`src/hw/rtl/bafr_pkg.sv`:
```
// Shared types and codes for the best-fit bump allocator.
package bafr_pkg;

   localparam int unsigned DEFAULT_ENTRIES = 64;

   localparam logic CMD_ALLOC = 1'b0;
   localparam logic CMD_FREE  = 1'b1;

   localparam logic [2:0] ST_OK         = 3'd0;
   localparam logic [2:0] ST_NOT_INIT   = 3'd1;
   localparam logic [2:0] ST_TOO_LARGE  = 3'd2;
   localparam logic [2:0] ST_NOT_FOUND  = 3'd3;
   localparam logic [2:0] ST_TABLE_FULL = 3'd4;

   localparam logic CSR_HEAP_BASE = 1'b0;
   localparam logic CSR_HEAP_SIZE = 1'b1;

   typedef enum logic [1:0] {
      CMT_REUSE,
      CMT_NEW,
      CMT_FREE
   } commit_kind_type;

   typedef struct packed {
      logic        vld;
      logic        cmd;
      logic [31:0] size;
      logic [31:0] addr;
      logic        found;
      logic [31:0] len;
      logic [31:0] age;
      logic [31:0] start;
      logic        empty_found;
   } token_type;

   typedef struct packed {
      logic            en;
      commit_kind_type kind;
      logic [31:0]     start;
      logic [31:0]     length;
      logic [31:0]     stamp;
   } commit_type;

endpackage

```
`src/hw/rtl/bafr_cell.sv`:
```
// One table slot of the allocator and its stage of the search chain.
module bafr_cell #(
   parameter int unsigned IW  = 6,
   parameter int unsigned IDX = 0
) (
   input  logic                 clock,
   input  logic                 reset,
   input  logic [31:0]          free_seq,
   input  bafr_pkg::token_type  tok_i,
   input  logic [IW-1:0]        best_idx_i,
   input  logic [IW-1:0]        empty_idx_i,
   output bafr_pkg::token_type  tok_o,
   output logic [IW-1:0]        best_idx_o,
   output logic [IW-1:0]        empty_idx_o,
   input  bafr_pkg::commit_type cmt,
   input  logic [IW-1:0]        cmt_idx
);

   localparam logic [IW-1:0] MY_IDX = IW'(IDX);

   logic        valid_ff, is_free_ff;
   logic [31:0] start_ff, length_ff, stamp_ff;
   bafr_pkg::token_type tok_ff, tok_in;
   logic [IW-1:0] best_idx_ff, best_idx_in, empty_idx_ff, empty_idx_in;
   logic [31:0] age;
   logic        take;

   always_comb begin
      tok_in       = tok_i;
      best_idx_in  = best_idx_i;
      empty_idx_in = empty_idx_i;
      age          = free_seq - stamp_ff;
      take         = 1'b0;
      if (tok_i.cmd == bafr_pkg::CMD_ALLOC) begin
         if (valid_ff && is_free_ff && length_ff >= tok_i.size) begin
            take = !tok_i.found || length_ff < tok_i.len ||
                   (length_ff == tok_i.len && age > tok_i.age);
         end
         if (!valid_ff && !tok_i.empty_found) begin
            tok_in.empty_found = 1'b1;
            empty_idx_in       = MY_IDX;
         end
      end else begin
         if (valid_ff && !is_free_ff && start_ff <= tok_i.addr) begin
            take = !tok_i.found || start_ff > tok_i.start;
         end
      end
      if (take) begin
         tok_in.found = 1'b1;
         tok_in.len   = length_ff;
         tok_in.age   = age;
         tok_in.start = start_ff;
         best_idx_in  = MY_IDX;
      end
   end

   always_ff @(posedge clock) begin
      best_idx_ff  <= best_idx_in;
      empty_idx_ff <= empty_idx_in;
      if (cmt.en && cmt_idx == MY_IDX) begin
         case (cmt.kind)
            bafr_pkg::CMT_NEW: begin
               start_ff  <= cmt.start;
               length_ff <= cmt.length;
               stamp_ff  <= cmt.stamp;
            end
            bafr_pkg::CMT_FREE: stamp_ff <= cmt.stamp;
            default: ;
         endcase
      end
      if (reset) begin
         tok_ff     <= '0;
         valid_ff   <= 1'b0;
         is_free_ff <= 1'b0;
      end else begin
         tok_ff <= tok_in;
         if (cmt.en && cmt_idx == MY_IDX) begin
            case (cmt.kind)
               bafr_pkg::CMT_NEW: begin
                  valid_ff   <= 1'b1;
                  is_free_ff <= 1'b0;
               end
               bafr_pkg::CMT_REUSE: is_free_ff <= 1'b0;
               bafr_pkg::CMT_FREE:  is_free_ff <= 1'b1;
               default: ;
            endcase
         end
      end
   end

   assign tok_o       = tok_ff;
   assign best_idx_o  = best_idx_ff;
   assign empty_idx_o = empty_idx_ff;

endmodule

```
`config.mk`:
```
export PLATFORM = sky130hd
export DESIGN_NAME = bafr_cell
export DESIGN_NICKNAME = d
export VERILOG_FILES = /design/src/hw/rtl/bafr_pkg.sv /design/src/hw/rtl/bafr_cell.sv
export SDC_FILE = /design/constraint.sdc
export NUM_CORES = 1
export LEC_CHECK = 0
export BUFFER_PORTS_ARGS = -buffer_cell sky130_fd_sc_hd__buf_2
export CAP_MARGIN = 10
export CORE_AREA = 2 2 191 193
export DETAILED_ROUTE_END_ITERATION = 8
export DIE_AREA = 0 0 193 195
export PLACE_DENSITY_LB_ADDON = 0.25
export REMOVE_ABC_BUFFERS = 1
export SYNTH_ARGS = -nofsm -noshare
export SYNTH_HDL_FRONTEND = slang
export SYNTH_SLANG_ARGS = --single-unit
```
`constraint.sdc`:
```
create_clock -name clock -period 7.1 [get_ports clock]
set_clock_uncertainty 0.1 [all_clocks]
set_input_delay 1.42 -clock clock [delete_from_list [all_inputs] [get_ports clock]]
set_output_delay 1.42 -clock clock [all_outputs]
set_load 0.02 [all_outputs]
```
==> results of run 1 <==
area by class of cell:
type                       instances  area share
timing repair buffer             497       0.140
multi-input combinational        924       0.375
clock buffer                      50      0.0536
clock inverter                     8     0.00479
inverter                         201      0.0413
sequential                       274       0.353
tap                              461      0.0316
antenna                            7    0.000959
report_power, final:
part	internal, mW	total, mW	leakage, nW	switching, mW
logic	0.228	0.559	7.01	0.331
clock network	0.982	1.66	0.530	0.680
registers	1.68	1.69	2.35	0.0147
total	2.89	3.91	9.89	1.03
registers in the layout (all words and copies together), names as in the netlist:
| name | count |
|---|---|
| best_idx_o | 6 |
| empty_idx_o | 6 |
| is_free_ff | 1 |
| length_ff | 32 |
| stamp_ff | 32 |
| start_ff | 32 |
| tok_o | 164 |
| valid_ff | 1 |
per-layer routing:
layer | global-route usage | wire length (µm) | vias to the layer above
li1 | - | - | 5978
met1 | 0.273 | 17800 | 5589
met2 | 0.412 | 22200 | 489
met3 | 0.0563 | 3710 | 93
met4 | 0.0749 | 1460 | 10
met5 | 0 | 61 | -
kinds of logic (layout without fill, tap and decap cells):
family | after synthesis | after routing | synth area share
simple gates | 371 | 371 | 0.119
flops | 274 | 274 | 0.453
buf+inv | 239 | 756 | 0.0658
compound gates | 237 | 237 | 0.106
fa+ha+maj | 195 | 195 | 0.172
mux | 94 | 94 | 0.0662
xor+xnor | 27 | 27 | 0.0166
other cells | 0 | 7 | 0
cells in the final DEF, fill, tap and decap left out, types with 4 or more instances in the layout:
| cell | instances |
|---|---|
| buf_4 | 4 |
| clkbuf_1 | 8 |
| xnor2_1 | 17 |
| nand2b_1 | 5 |
| o21a_1 | 8 |
| a31oi_1 | 7 |
| or2_2 | 4 |
| o211ai_1 | 15 |
| buf_2 | 489 |
| nand3_1 | 16 |
| nor2b_1 | 19 |
| clkbuf_8 | 9 |
| inv_1 | 201 |
| nand2_1 | 52 |
| xor2_1 | 10 |
| nor2_1 | 191 |
| nor3_1 | 14 |
| clkbuf_16 | 33 |
| diode_2 | 7 |
| and3_1 | 5 |
| a221oi_1 | 4 |
| edfxtp_1 | 96 |
| a2111oi_0 | 4 |
| o22ai_1 | 4 |
| and2_1 | 7 |
| mux2i_1 | 94 |
| o21ai_0 | 34 |
| a211oi_1 | 11 |
| dfxtp_1 | 178 |
| nor4_1 | 5 |
| nand4_1 | 35 |
| ha_1 | 194 |
| a21oi_1 | 88 |
| a21o_1 | 37 |
metrics by stage:
step / cell area [µm²] / hold slack [ps] / setup WS (ps)
floorplan: 14000 / 380 / -1110
global placement: 17200 / 399 / 744
detailed placement: 17200 / 414 / 657
CTS: 18300 / 415 / 1280
global route: 18300 / 444 / 993
finish: 18300 / 411 / 1210
tightest hold or removal path: stages, from the launching register on:
cell	delay, ps
edfxtp_1	340
mux2i_1	70
nor2_1	70
final timing paths:
| kind | start | slack [ps] | end | cells after the start |
|---|---|---|---|---|
| max | free_seq[4] | 1210 | tok_o[73] | 19 |
| min | start_ff[0] | 410 | tok_o[1] | 2 |
| min reg2reg | start_ff[0] | 410 | tok_o[1] | 2 |
| max reg2reg | stamp_ff[6] | 1760 | tok_o[73] | 19 |
==> impl_results.html, run 1 <==
<table>
<tr><th>Metric</th><th>Value</th></tr>
<tr><th colspan="2">Power and ir drop</th></tr>
<tr><td>Power density normalized to cell area</td><td>about 210 nW/µm²</td></tr>
<tr><td>Max VDD drop</td><td>about 0.0002 V</td></tr>
<tr><td>Total Power</td><td>slightly below 4 mW</td></tr>
<tr><td>Leakage dissipation</td><td>9.89 nW</td></tr>
<tr><th colspan="2">Timing</th></tr>
<tr><td>Setup repair after global routing missed its margin</td><td>false</td></tr>
<tr><td># setup viols final</td><td>0</td></tr>
<tr><td>Max Slew Vio Count</td><td>0</td></tr>
<tr><td>Setup TNS Final</td><td>0 ps</td></tr>
<tr><td>Peak Freq</td><td>170 MHz</td></tr>
<tr><td>Final worst path period need</td><td>around 5900 ps</td></tr>
<tr><td>Final worst path period share</td><td>0.830</td></tr>
<tr><td>Total count of hold-check failures in the final report</td><td>0</td></tr>
<tr><td>Worst rel slew slack</td><td>0.303</td></tr>
<tr><td>Slew at the pin with the worst max-slew slack</td><td>approximately 1000 ps</td></tr>
<tr><th colspan="2">Clocking</th></tr>
<tr><td>CTS tree</td><td>yes</td></tr>
<tr><td>Post-CTS Repair Setup Buffers</td><td>0</td></tr>
<tr><td>H-tree depth reported by CTS</td><td>1</td></tr>
<tr><td>Clk buf depth</td><td>3</td></tr>
<tr><td>Clock root buffer</td><td>clkbuf_16</td></tr>
<tr><td>CTS-repair resized insts</td><td>0</td></tr>
<tr><td>Sink count of the clock tree</td><td>around 270</td></tr>
<tr><td>Number of buffers added by the clock tree synthesis step</td><td>31</td></tr>
<tr><td>Clock-pin slew on the worst setup and hold paths</td><td>around 70 ps</td></tr>
<tr><td>Post-cts hold buffer count</td><td>0</td></tr>
<tr><td>Clock insertion delay at the later pin of the skew report</td><td>approximately 600 ps</td></tr>
<tr><th colspan="2">Global routing</th></tr>
<tr><td>Maximum number of pins on one net before global-route repair</td><td>103</td></tr>
<tr><td>Via count of the first global-routing pass</td><td>12.3k</td></tr>
<tr><td>Total overflow reported by the global router</td><td>0</td></tr>
<tr><td>Initial antenna violation count</td><td>11</td></tr>
<tr><td>Wire length of the first global-routing pass</td><td>about 67 mm</td></tr>
<tr><td>Combined global-route utilization of all metal layers</td><td>0.232</td></tr>
<tr><th colspan="2">Routing</th></tr>
<tr><td>First-pass iteration count of the detailed router</td><td>5</td></tr>
<tr><td>DRC Markers</td><td>0</td></tr>
<tr><td>Routed WL per cell</td><td>18.6 µm</td></tr>
<tr><td>Total length of routed wires</td><td>45.2 mm</td></tr>
<tr><td>Post-DRT Antenna Nets</td><td>0</td></tr>
<tr><td>Routed vias</td><td>about 12k</td></tr>
<tr><td>First DRT Iteration DRCs</td><td>561</td></tr>
<tr><td>Via count normalized by instance count</td><td>approximately 5</td></tr>
<tr><th colspan="2">Placement</th></tr>
<tr><td>Placed cells</td><td>roughly 2.4k</td></tr>
<tr><td>Port bufs</td><td>490</td></tr>
<tr><td>Gp weighted congestion</td><td>between 0.9 and 1</td></tr>
<tr><td>HPWL after detailed placement</td><td>36.3 mm</td></tr>
<tr><th colspan="2">Finish</th></tr>
<tr><td>Post-route insts no fill</td><td>between 2k and 2.5k</td></tr>
<tr><td>Final design utilization</td><td>0.516</td></tr>
<tr><td>Share of final-layout standard cells stronger than drive strength 1</td><td>0.285</td></tr>
<tr><td>Area taken by multi-input logic gates</td><td>between 6000 and 7000 µm²</td></tr>
<tr><td>Filler cell count in the final layout</td><td>between 3k and 4k</td></tr>
<tr><td>Sequential cell area in the final layout</td><td>roughly 6400 µm²</td></tr>
<tr><td>Synthesis-to-layout area growth</td><td>28.5%</td></tr>
<tr><td>Nets</td><td>~2.4k</td></tr>
<tr><th colspan="2">Run</th></tr>
<tr><td>Maximum Capacitance Violations</td><td>0</td></tr>
<tr><th colspan="2">Outcome</th></tr>
<tr><td>Status</td><td>complete, no violations</td></tr>
<tr><th colspan="2">Worst setup path</th></tr>
<tr><td>Path type of the worst setup path</td><td>in2reg</td></tr>
<tr><td>Critical path buffers and inverters</td><td>2</td></tr>
<tr><td>Critical Path AT</td><td>6250 ps</td></tr>
<tr><td>Peak fanout along the critical path</td><td>28</td></tr>
<tr><td>Startpoint types</td><td>input port</td></tr>
<tr><td>Data required time of the worst path</td><td>around 7500 ps</td></tr>
<tr><td>Crit-path slowest cell</td><td>o22a_4</td></tr>
<tr><td>Series of cell instances along the critical path</td><td>buf_2, ha_1, a21o_1, or2_2, o211ai_1, nand2_1, or2_2, a21oi_1, xnor2_1, ha_1, nand4_1, nor3_1, a2111o_1, a21oi_1, o211a_1, o22a_4, buf_12, mux2i_1, nor2_1</td></tr>
<tr><td>Crit-path leading delay family</td><td>compound AO/OA/AOI/OAI gates</td></tr>
<tr><td>Biggest cell delay along the critical path</td><td>480 ps</td></tr>
<tr><td>Critical path capture point type</td><td>flip-flop</td></tr>
<tr><th colspan="2">Die</th></tr>
<tr><td>I/O pin count</td><td>491</td></tr>
<tr><td>Die width</td><td>193 µm</td></tr>
<tr><td>Total die area</td><td>between 30000 and 40000 µm²</td></tr>
<tr><td>Y dimension of the die</td><td>~200 µm</td></tr>
<tr><td>Initial Utilization</td><td>0.402</td></tr>
<tr><td>Core area</td><td>~35000 µm²</td></tr>
<tr><td>Standard-cell row count</td><td>69</td></tr>
<tr><th colspan="2">Logic synthesis</th></tr>
<tr><td>Synthesis Warnings</td><td>0</td></tr>
<tr><td>Async SR Flop Fraction</td><td>0</td></tr>
<tr><td>Number of instances in the synthesized netlist</td><td>between 1k and 1.5k</td></tr>
<tr><td>Netlist cell types</td><td>59</td></tr>
<tr><td>EDFF count, synth</td><td>between 90 and 100</td></tr>
<tr><td>Most frequently used flop master after synthesis</td><td>dfxtp_1</td></tr>
<tr><td>Cell area after synthesis</td><td>14200 µm²</td></tr>
<tr><td>Share of Yosys cell area claimed by the top area cell type</td><td>0.251</td></tr>
<tr><td>Most frequently used cell type in the post-synthesis netlist</td><td>inv_1</td></tr>
<tr><td>Cell types with the highest counts after synthesis</td><td>inv_1, ha_1, nor2_1</td></tr>
<tr><td>Synth area leaders</td><td>dfxtp_1, edfxtp_1, ha_1</td></tr>
<tr><td>Total of flip-flops plus latches after synthesis</td><td>274</td></tr>
<tr><td>Sequential-to-total area share from yosys stat</td><td>0.453</td></tr>
<tr><td>Average instance area after synthesis</td><td>around 9.9 µm²</td></tr>
<tr><td>Post-synth top area cell</td><td>dfxtp_1</td></tr>
<tr><th colspan="2">Hold path</th></tr>
<tr><td>Worst min-delay path category</td><td>reg2reg</td></tr>
</table>
(Power assumes the default switching activity.)
==> run 2: changes to the inputs <==
==> constraint.sdc (replaced) <==
create_clock -name clock -period 5.73 [get_ports clock]
set_clock_uncertainty 0.1 [all_clocks]
set_input_delay 1.146 -clock clock [delete_from_list [all_inputs] [get_ports clock]]
set_output_delay 1.146 -clock clock [all_outputs]
set_load 0.02 [all_outputs]
==> impl_results.html, run 2 (same netlist as run 1, synthesis figures left out) <==
<table>
<tr><th>Metric</th><th>Value</th></tr>
<tr><th colspan="2">Worst setup path</th></tr>
<tr><td>Critical path capture point type</td><td>flip-flop (unchanged)</td></tr>
<tr><td>Startpoint types</td><td>input port (unchanged)</td></tr>
<tr><td>Worst reg2reg path startpoint</td><td>stamp_ff[0] (was stamp_ff[6])</td></tr>
<tr><td>Crit-path leading delay family</td><td>compound AO/OA/AOI/OAI gates (unchanged)</td></tr>
<tr><td>Internal reg-to-reg setup slack</td><td>640 ps (was 1760 ps)</td></tr>
<tr><td>Path type of the worst setup path</td><td>in2reg (unchanged)</td></tr>
<tr><td>Biggest cell delay along the critical path</td><td>420 ps (was 480 ps)</td></tr>
<tr><td>Reg2reg end</td><td>tok_o[58] (was tok_o[73])</td></tr>
<tr><td>Critical Path AT</td><td>5700 ps (was 6250 ps)</td></tr>
<tr><td>Crit-path slowest cell</td><td>fa_1 (was o22a_4)</td></tr>
<tr><td>Series of cell instances along the critical path</td><td>buf_2, inv_1, ha_1, inv_1, fa_1, a211oi_1, o211ai_1, nand3_1, nand2_1, a21oi_1, o21ai_0, a21oi_1, xnor2_1, ha_1, nand4_1, nor3_1, a21oi_1, o211ai_1, a21oi_1, o211a_1, o22a_4, buf_4, mux2i_1, nor2_1 (was buf_2, ha_1, a21o_1, or2_2, o211ai_1, nand2_1, or2_2, a21oi_1, xnor2_1, ha_1, nand4_1, nor3_1, a2111o_1, a21oi_1, o211a_1, o22a_4, buf_12, mux2i_1, nor2_1)</td></tr>
<tr><td>Worst path depth</td><td>24 (was 19)</td></tr>
<tr><td>Critical path buffers and inverters</td><td>4 (was 2)</td></tr>
<tr><td>Library cell appearing most often on the critical path</td><td>a21oi_1</td></tr>
<tr><td>Critical Path Start</td><td>free_seq[0] (was free_seq[4])</td></tr>
<tr><td>Data required time of the worst path</td><td>6060 ps (was 7450 ps)</td></tr>
<tr><td>Number of cells on the worst reg-to-reg path</td><td>22 (was 19)</td></tr>
<tr><td>Peak fanout along the critical path</td><td>9 (was 28)</td></tr>
<tr><td>Critical path endpoint</td><td>tok_o[58] (was tok_o[73])</td></tr>
<tr><th colspan="2">Clocking</th></tr>
<tr><td>Number of buffers added by the clock tree synthesis step</td><td>31 (unchanged)</td></tr>
<tr><td>Clock-pin slew on the worst setup and hold paths</td><td>60 ps (was 70 ps)</td></tr>
<tr><td>Clk buf depth</td><td>3 (unchanged)</td></tr>
<tr><td>Sink count of the clock tree</td><td>274 (unchanged)</td></tr>
<tr><td>Post-cts hold buffer count</td><td>0 (unchanged)</td></tr>
<tr><td>H-tree depth reported by CTS</td><td>1 (unchanged)</td></tr>
<tr><td>Clock root buffer</td><td>clkbuf_16 (unchanged)</td></tr>
<tr><td>Clock insertion delay at the later pin of the skew report</td><td>590 ps (was 600 ps)</td></tr>
<tr><td>CTS tree</td><td>yes (unchanged)</td></tr>
<tr><td>CTS-repair resized insts</td><td>0 (unchanged)</td></tr>
<tr><td>Post-CTS Repair Setup Buffers</td><td>0 (unchanged)</td></tr>
<tr><th colspan="2">Timing</th></tr>
<tr><td>Peak Freq</td><td>about 190 MHz</td></tr>
<tr><td>Setup TNS Final</td><td>0 ps (unchanged)</td></tr>
<tr><td># setup viols final</td><td>0 (unchanged)</td></tr>
<tr><td>Final worst path period need</td><td>around 5400 ps</td></tr>
<tr><td>Max Slew Vio Count</td><td>0 (unchanged)</td></tr>
<tr><td>Setup repair after global routing missed its margin</td><td>false (unchanged)</td></tr>
<tr><td>Slew at the pin with the worst max-slew slack</td><td>1030 ps (was 1040 ps)</td></tr>
<tr><td>Total count of hold-check failures in the final report</td><td>0 (unchanged)</td></tr>
<tr><td>Final worst path period share</td><td>0.936</td></tr>
<tr><td>Worst rel slew slack</td><td>0.312 (was 0.303)</td></tr>
<tr><th colspan="2">Global routing</th></tr>
<tr><td>Combined global-route utilization of all metal layers</td><td>0.234 (was 0.232)</td></tr>
<tr><td>Via count of the first global-routing pass</td><td>12.4k (was 12.3k)</td></tr>
<tr><td>Maximum number of pins on one net before global-route repair</td><td>86 (was 103)</td></tr>
<tr><td>Total overflow reported by the global router</td><td>0 (unchanged)</td></tr>
<tr><td>Initial antenna violation count</td><td>14 (was 11)</td></tr>
<tr><td>Wire length of the first global-routing pass</td><td>67.4 mm (was 67.3 mm)</td></tr>
<tr><th colspan="2">Power and ir drop</th></tr>
<tr><td>Max VDD drop</td><td>0.000307 V (was 0.000199 V)</td></tr>
<tr><td>Power density normalized to cell area</td><td>267 nW/µm² (was 214 nW/µm²)</td></tr>
<tr><td>Leakage dissipation</td><td>9.97 nW (was 9.89 nW)</td></tr>
<tr><th colspan="2">Finish</th></tr>
<tr><td>Share of final-layout standard cells stronger than drive strength 1</td><td>0.289 (was 0.285)</td></tr>
<tr><td>Most common cell after layout, fill and taps aside</td><td>buf_2 (unchanged)</td></tr>
<tr><td>Commonest non-fill, non-tap cells in the layout</td><td>buf_2, inv_1, ha_1 (unchanged)</td></tr>
<tr><td>Synthesis-to-layout area growth</td><td>29.6% (was 28.5%)</td></tr>
<tr><td>Filler cell count in the final layout</td><td>3294 (was 3321)</td></tr>
<tr><td>Nets</td><td>2448 (was 2439)</td></tr>
<tr><td>Post-route cell area</td><td>18400 µm² (was 18300 µm²)</td></tr>
<tr><td>Sequential cell area in the final layout</td><td>6450 µm² (unchanged)</td></tr>
<tr><td>Number of flip-flops in the largest register</td><td>164 (unchanged)</td></tr>
<tr><td>Final design utilization</td><td>0.521 (was 0.516)</td></tr>
<tr><td>Area taken by multi-input logic gates</td><td>6860 µm² (unchanged)</td></tr>
<tr><th colspan="2">Die</th></tr>
<tr><td>Total die area</td><td>37600 µm² (unchanged)</td></tr>
<tr><td>I/O pin count</td><td>491 (unchanged)</td></tr>
<tr><td>Die width</td><td>193 µm (unchanged)</td></tr>
<tr><td>Y dimension of the die</td><td>195 µm (unchanged)</td></tr>
<tr><td>Initial Utilization</td><td>0.402 (unchanged)</td></tr>
<tr><td>Standard-cell row count</td><td>69 (unchanged)</td></tr>
<tr><td>Core area</td><td>35400 µm² (unchanged)</td></tr>
<tr><th colspan="2">Placement</th></tr>
<tr><td>DP Area</td><td>17300 µm² (was 17200 µm²)</td></tr>
<tr><td>Gp weighted congestion</td><td>0.891 (was 0.979)</td></tr>
<tr><td>Port bufs</td><td>490 (unchanged)</td></tr>
<tr><td>HPWL after detailed placement</td><td>36.9 mm (was 36.3 mm)</td></tr>
<tr><th colspan="2">Routing</th></tr>
<tr><td>First DRT Iteration DRCs</td><td>483 (was 561)</td></tr>
<tr><td>Via count normalized by instance count</td><td>5.02 (about the same)</td></tr>
<tr><td>Total length of routed wires</td><td>45.6 mm (was 45.2 mm)</td></tr>
<tr><td>Routed WL per cell</td><td>18.7 µm (was 18.6 µm)</td></tr>
<tr><td>First-pass iteration count of the detailed router</td><td>5 (unchanged)</td></tr>
<tr><td>DRC Markers</td><td>0 (unchanged)</td></tr>
<tr><td>Routed vias</td><td>12.2k (about the same)</td></tr>
<tr><td>Post-DRT Antenna Nets</td><td>0 (unchanged)</td></tr>
<tr><th colspan="2">Hold path</th></tr>
<tr><td>Worst min-delay path category</td><td>reg2reg (unchanged)</td></tr>
<tr><td>Min-Delay Startpoint</td><td>start_ff[15] (was start_ff[0])</td></tr>
<tr><th colspan="2">Run</th></tr>
<tr><td>Maximum Capacitance Violations</td><td>0 (unchanged)</td></tr>
<tr><th colspan="2">Outcome</th></tr>
<tr><td>Status</td><td>complete, no violations (unchanged)</td></tr>
</table>
run 2: area by class of cell:
type,count,share of cell area
clock inverter,15,0.00930
tap,461,0.0313
inverter,201,0.0409
sequential,274,0.350
clock buffer,43,0.0513
antenna,10,0.00136
multi-input combinational,924,0.372
timing repair buffer,506,0.144
run 2: how the worst min path moves through the flow:
stage / slack, ps / cells after the start / endpoint
finish: 450 / 2 / tok_o[16]
global route: 480 / 2 / tok_o[16]
CTS: 450 / 2 / tok_o[16]
detailed placement: 440 / 2 / tok_o[1]
global placement: 400 / 2 / tok_o[1]
floorplan: 380 / 2 / tok_o[1]
run 2: power breakdown:
part	internal (mW)	leakage (nW)	total [mW]	switching [mW]
Sequential	2.08	2.35	2.10	0.0191
Clock	1.29	0.551	2.13	0.837
Combinational	0.287	7.07	0.703	0.416
run 2: routing by layer:
| layer | vias to the layer above | GRT usage | wire length [µm] |
|---|---|---|---|
| met4 | 10 | 0.0864 | 1720 |
| met1 | 5650 | 0.271 | 18100 |
| met5 | - | 0 | 72 |
| met3 | 93 | 0.0620 | 3650 |
| li1 | 6011 | - | - |
| met2 | 457 | 0.411 | 22100 |
run 2: per-stage QoR:
| stage | worst slack (ps) | std cells | power (mW) | hold WS, ps |
|---|---|---|---|---|
| after floorplan | -2210 | 1399 | 2.52 | 380 |
| after global placement | -92.9 | 2366 | 2.83 | 401 |
| after detailed placement | -181 | 2366 | 2.84 | 440 |
| after CTS | 375 | 2424 | 4.98 | 454 |
| after global routing | 78.6 | 2429 | 5.13 | 482 |
| final | 365 | 2434 | 4.93 | 445 |
run 2: worst register-to-register path, delay by kind of cell, from the launching register on:
| kind | cells | cell delay (ps) |
|---|---|---|
| AOI/OAI and AO/OA | 10 | 2100 |
| adders and majority gates | 3 | 950 |
| and+or+nand+nor | 5 | 630 |
| DFF | 1 | 410 |
| buffers and inverters | 2 | 340 |
| xor gates and xnor gates | 1 | 210 |
| muxes | 1 | 210 |
==> run 3: changes to the inputs <==
--- a/config.mk
+++ b/config.mk
@@ -8,6 +8,7 @@
 export BUFFER_PORTS_ARGS = -buffer_cell sky130_fd_sc_hd__buf_2
 export CAP_MARGIN = 10
 export CORE_AREA = 2 2 191 193
+export CTS_BUF_LIST = sky130_fd_sc_hd__clkbuf_16
 export DETAILED_ROUTE_END_ITERATION = 8
 export DIE_AREA = 0 0 193 195
 export PLACE_DENSITY_LB_ADDON = 0.25
==> impl_results.html, run 3 (same netlist as run 1, synthesis figures left out) <==
<table>
<tr><th>Metric</th><th>Value</th></tr>
<tr><th colspan="2">Worst setup path</th></tr>
<tr><td>Crit-path leading delay family</td><td>compound AO/OA/AOI/OAI gates (unchanged)</td></tr>
<tr><td>Critical path capture point type</td><td>flip-flop (unchanged)</td></tr>
<tr><td>Critical Path Start</td><td>free_seq[0] (unchanged)</td></tr>
<tr><td>Series of cell instances along the critical path</td><td>buf_2, inv_1, ha_1, inv_1, fa_1, a211oi_1, o211ai_1, nand3_1, nand2_1, a21oi_1, o21ai_0, a21oi_1, xnor2_1, ha_1, nand4_1, nor4_1, buf_4, nand3_1, nand2_1, o211a_1, o22a_4, buf_4, mux2i_1, nor2_1 (was buf_2, inv_1, ha_1, inv_1, fa_1, a211oi_1, o211ai_1, nand3_1, nand2_1, a21oi_1, o21ai_0, a21oi_1, xnor2_1, ha_1, nand4_1, nor3_1, a21oi_1, o211ai_1, a21oi_1, o211a_1, o22a_4, buf_4, mux2i_1, nor2_1)</td></tr>
<tr><td>Peak fanout along the critical path</td><td>9 (unchanged)</td></tr>
<tr><td>Critical path buffers and inverters</td><td>5 (was 4)</td></tr>
<tr><td>Worst reg2reg path startpoint</td><td>stamp_ff[0] (unchanged)</td></tr>
<tr><td>Startpoint types</td><td>input port (unchanged)</td></tr>
<tr><td>Crit-path slowest cell</td><td>fa_1 (unchanged)</td></tr>
<tr><td>Critical Path AT</td><td>5690 ps (was 5700 ps)</td></tr>
<tr><td>Biggest cell delay along the critical path</td><td>420 ps (about the same)</td></tr>
<tr><td>Path type of the worst setup path</td><td>in2reg (unchanged)</td></tr>
<tr><td>Data required time of the worst path</td><td>6060 ps (about the same)</td></tr>
<tr><th colspan="2">Timing</th></tr>
<tr><td>Final worst path period share</td><td>0.936 (about the same)</td></tr>
<tr><td>Worst rel slew slack</td><td>0.311 (was 0.312)</td></tr>
<tr><td>Peak Freq</td><td>187 MHz (was 186 MHz)</td></tr>
<tr><td>Slew at the pin with the worst max-slew slack</td><td>1030 ps (about the same)</td></tr>
<tr><td>Setup repair after global routing missed its margin</td><td>false (unchanged)</td></tr>
<tr><td>Max Slew Vio Count</td><td>0 (unchanged)</td></tr>
<tr><td>Total count of hold-check failures in the final report</td><td>0 (unchanged)</td></tr>
<tr><td>Worst setup slack after layout</td><td>369 ps (was 365 ps)</td></tr>
<tr><td>Final worst path period need</td><td>5360 ps (about the same)</td></tr>
<tr><td># setup viols final</td><td>0 (unchanged)</td></tr>
<tr><td>Setup TNS Final</td><td>0 ps (unchanged)</td></tr>
<tr><th colspan="2">Finish</th></tr>
<tr><td>Commonest non-fill, non-tap cells in the layout</td><td>buf_2, inv_1, ha_1 (unchanged)</td></tr>
<tr><td>Filler cell count in the final layout</td><td>3304 (was 3294)</td></tr>
<tr><td>Post-route insts no fill</td><td>2435 (was 2434)</td></tr>
<tr><td>Most common cell after layout, fill and taps aside</td><td>buf_2 (unchanged)</td></tr>
<tr><td>Sequential cell area in the final layout</td><td>6450 µm² (unchanged)</td></tr>
<tr><td>Area taken by multi-input logic gates</td><td>6860 µm² (unchanged)</td></tr>
<tr><td>Final design utilization</td><td>0.519 (was 0.521)</td></tr>
<tr><td>Synthesis-to-layout area growth</td><td>29.2% (was 29.6%)</td></tr>
<tr><td>Post-route cell area</td><td>18400 µm² (about the same)</td></tr>
<tr><td>Nets</td><td>2448 (unchanged)</td></tr>
<tr><td>Number of flip-flops in the largest register</td><td>164 (unchanged)</td></tr>
<tr><td>Share of final-layout standard cells stronger than drive strength 1</td><td>0.287 (was 0.289)</td></tr>
<tr><th colspan="2">Global routing</th></tr>
<tr><td>Total overflow reported by the global router</td><td>0 (unchanged)</td></tr>
<tr><td>Wire length of the first global-routing pass</td><td>67.5 mm (was 67.4 mm)</td></tr>
<tr><td>Via count of the first global-routing pass</td><td>12.4k (about the same)</td></tr>
<tr><td>Initial antenna violation count</td><td>14 (unchanged)</td></tr>
<tr><td>Maximum number of pins on one net before global-route repair</td><td>86 (unchanged)</td></tr>
<tr><td>Combined global-route utilization of all metal layers</td><td>0.234 (about the same)</td></tr>
<tr><th colspan="2">Placement</th></tr>
<tr><td>Placed cells</td><td>2366 (unchanged)</td></tr>
<tr><td>Setup WS pre-CTS</td><td>-181 ps (unchanged)</td></tr>
<tr><td>Port bufs</td><td>490 (unchanged)</td></tr>
<tr><td>Gp weighted congestion</td><td>0.891 (unchanged)</td></tr>
<tr><td>HPWL after detailed placement</td><td>36.9 mm (unchanged)</td></tr>
<tr><td>DP Area</td><td>17300 µm² (unchanged)</td></tr>
<tr><th colspan="2">Routing</th></tr>
<tr><td>Met3 wirelength from detailed routing</td><td>3.80 mm (was 3.65 mm)</td></tr>
<tr><td>Total length of routed wires</td><td>45.7 mm (was 45.6 mm)</td></tr>
<tr><td>M1 WL</td><td>17.9 mm (was 18.1 mm)</td></tr>
<tr><td>First-pass iteration count of the detailed router</td><td>5 (unchanged)</td></tr>
<tr><td>First DRT Iteration DRCs</td><td>513 (was 483)</td></tr>
<tr><td>Post-DRT Antenna Nets</td><td>0 (unchanged)</td></tr>
<tr><td>Total met2 wirelength after detailed routing</td><td>22.2 mm (was 22.1 mm)</td></tr>
<tr><td>Uppermost signal routing layer after detailed routing</td><td>met5 (unchanged)</td></tr>
<tr><td>Routed vias</td><td>12.3k (was 12.2k)</td></tr>
<tr><td>Routed WL per cell</td><td>18.8 µm (was 18.7 µm)</td></tr>
<tr><td>DRC Markers</td><td>0 (unchanged)</td></tr>
<tr><td>Via count normalized by instance count</td><td>5.04 (was 5.02)</td></tr>
<tr><th colspan="2">Hold path</th></tr>
<tr><td>Min-Delay Startpoint</td><td>start_ff[15] (unchanged)</td></tr>
<tr><td>Worst min-delay path category</td><td>reg2reg (unchanged)</td></tr>
<tr><th colspan="2">Power and ir drop</th></tr>
<tr><td>Max VDD drop</td><td>0.000307 V (about the same)</td></tr>
<tr><td>Power density normalized to cell area</td><td>264 nW/µm² (was 267 nW/µm²)</td></tr>
<tr><td>Leakage dissipation</td><td>9.95 nW (was 9.97 nW)</td></tr>
<tr><th colspan="2">Clocking</th></tr>
<tr><td>Post-cts hold buffer count</td><td>0 (unchanged)</td></tr>
<tr><td>H-tree depth reported by CTS</td><td>1 (unchanged)</td></tr>
<tr><td>Clock insertion delay at the later pin of the skew report</td><td>590 ps (about the same)</td></tr>
<tr><td>CTS tree</td><td>yes (unchanged)</td></tr>
<tr><td>Number of buffers added by the clock tree synthesis step</td><td>31 (unchanged)</td></tr>
<tr><td>Post-CTS Repair Setup Buffers</td><td>0 (unchanged)</td></tr>
<tr><td>Clock root buffer</td><td>clkbuf_16 (unchanged)</td></tr>
<tr><td>Clk buf depth</td><td>3 (unchanged)</td></tr>
<tr><td>Clock-pin slew on the worst setup and hold paths</td><td>60 ps (about the same)</td></tr>
<tr><td>CTS-repair resized insts</td><td>0 (unchanged)</td></tr>
<tr><td>Sink count of the clock tree</td><td>274 (unchanged)</td></tr>
<tr><th colspan="2">Outcome</th></tr>
<tr><td>Status</td><td>complete, no violations (unchanged)</td></tr>
<tr><th colspan="2">Die</th></tr>
<tr><td>Core area</td><td>35400 µm² (unchanged)</td></tr>
<tr><td>I/O pin count</td><td>491 (unchanged)</td></tr>
<tr><td>Standard-cell row count</td><td>69 (unchanged)</td></tr>
<tr><td>Total die area</td><td>37600 µm² (unchanged)</td></tr>
<tr><td>Die width</td><td>193 µm (unchanged)</td></tr>
<tr><td>Initial Utilization</td><td>0.402 (unchanged)</td></tr>
<tr><td>Y dimension of the die</td><td>195 µm (unchanged)</td></tr>
<tr><th colspan="2">Run</th></tr>
<tr><td>Maximum Capacitance Violations</td><td>0 (unchanged)</td></tr>
</table>
-- run 3: tightest hold or removal path, stage by stage (launching register included) --
cell,delay (ps)
edfxtp_1,370
mux2i_1,80
nor2_1,70
-- run 3: per-stage QoR --
step                      power (mW)  hold slack (ps)
after floorplan                 2.52              380
after CTS                       4.89              454
after global placement          2.83              401
after detailed placement        2.84              440
after global routing            5.04              482
final                           4.85              445
-- run 3: area by class of cell --
type | count | area share
flip-flops and latches | 274 | 0.351
inverters | 201 | 0.0411
diodes | 11 | 0.00150
multi-input cells | 924 | 0.373
clock buffers | 34 | 0.0463
clock inverters | 24 | 0.0112
well taps | 461 | 0.0314
repair buffers | 506 | 0.144
-- run 3: final timing paths --
path | end | slack, ps | depth (start not counted)
worst max-delay path | tok_o[58] | 370 | 24
worst min-delay path | tok_o[16] | 450 | 2
worst max register to register | tok_o[58] | 640 | 22
worst min register to register | tok_o[16] | 450 | 2
-- run 3: report_power, final --
group          switching, mW  internal, mW  total, mW  leakage (nW)
Sequential            0.0192          2.08       2.10          2.35
Clock                  0.841          1.20       2.04         0.535
Combinational          0.416         0.287      0.703          7.07
-- run 3: layer usage --
metal	global-route usage	up-vias
met4	0.0864	10
met5	0	-
li1	-	6015
met3	0.0622	97
met1	0.271	5665
met2	0.412	475
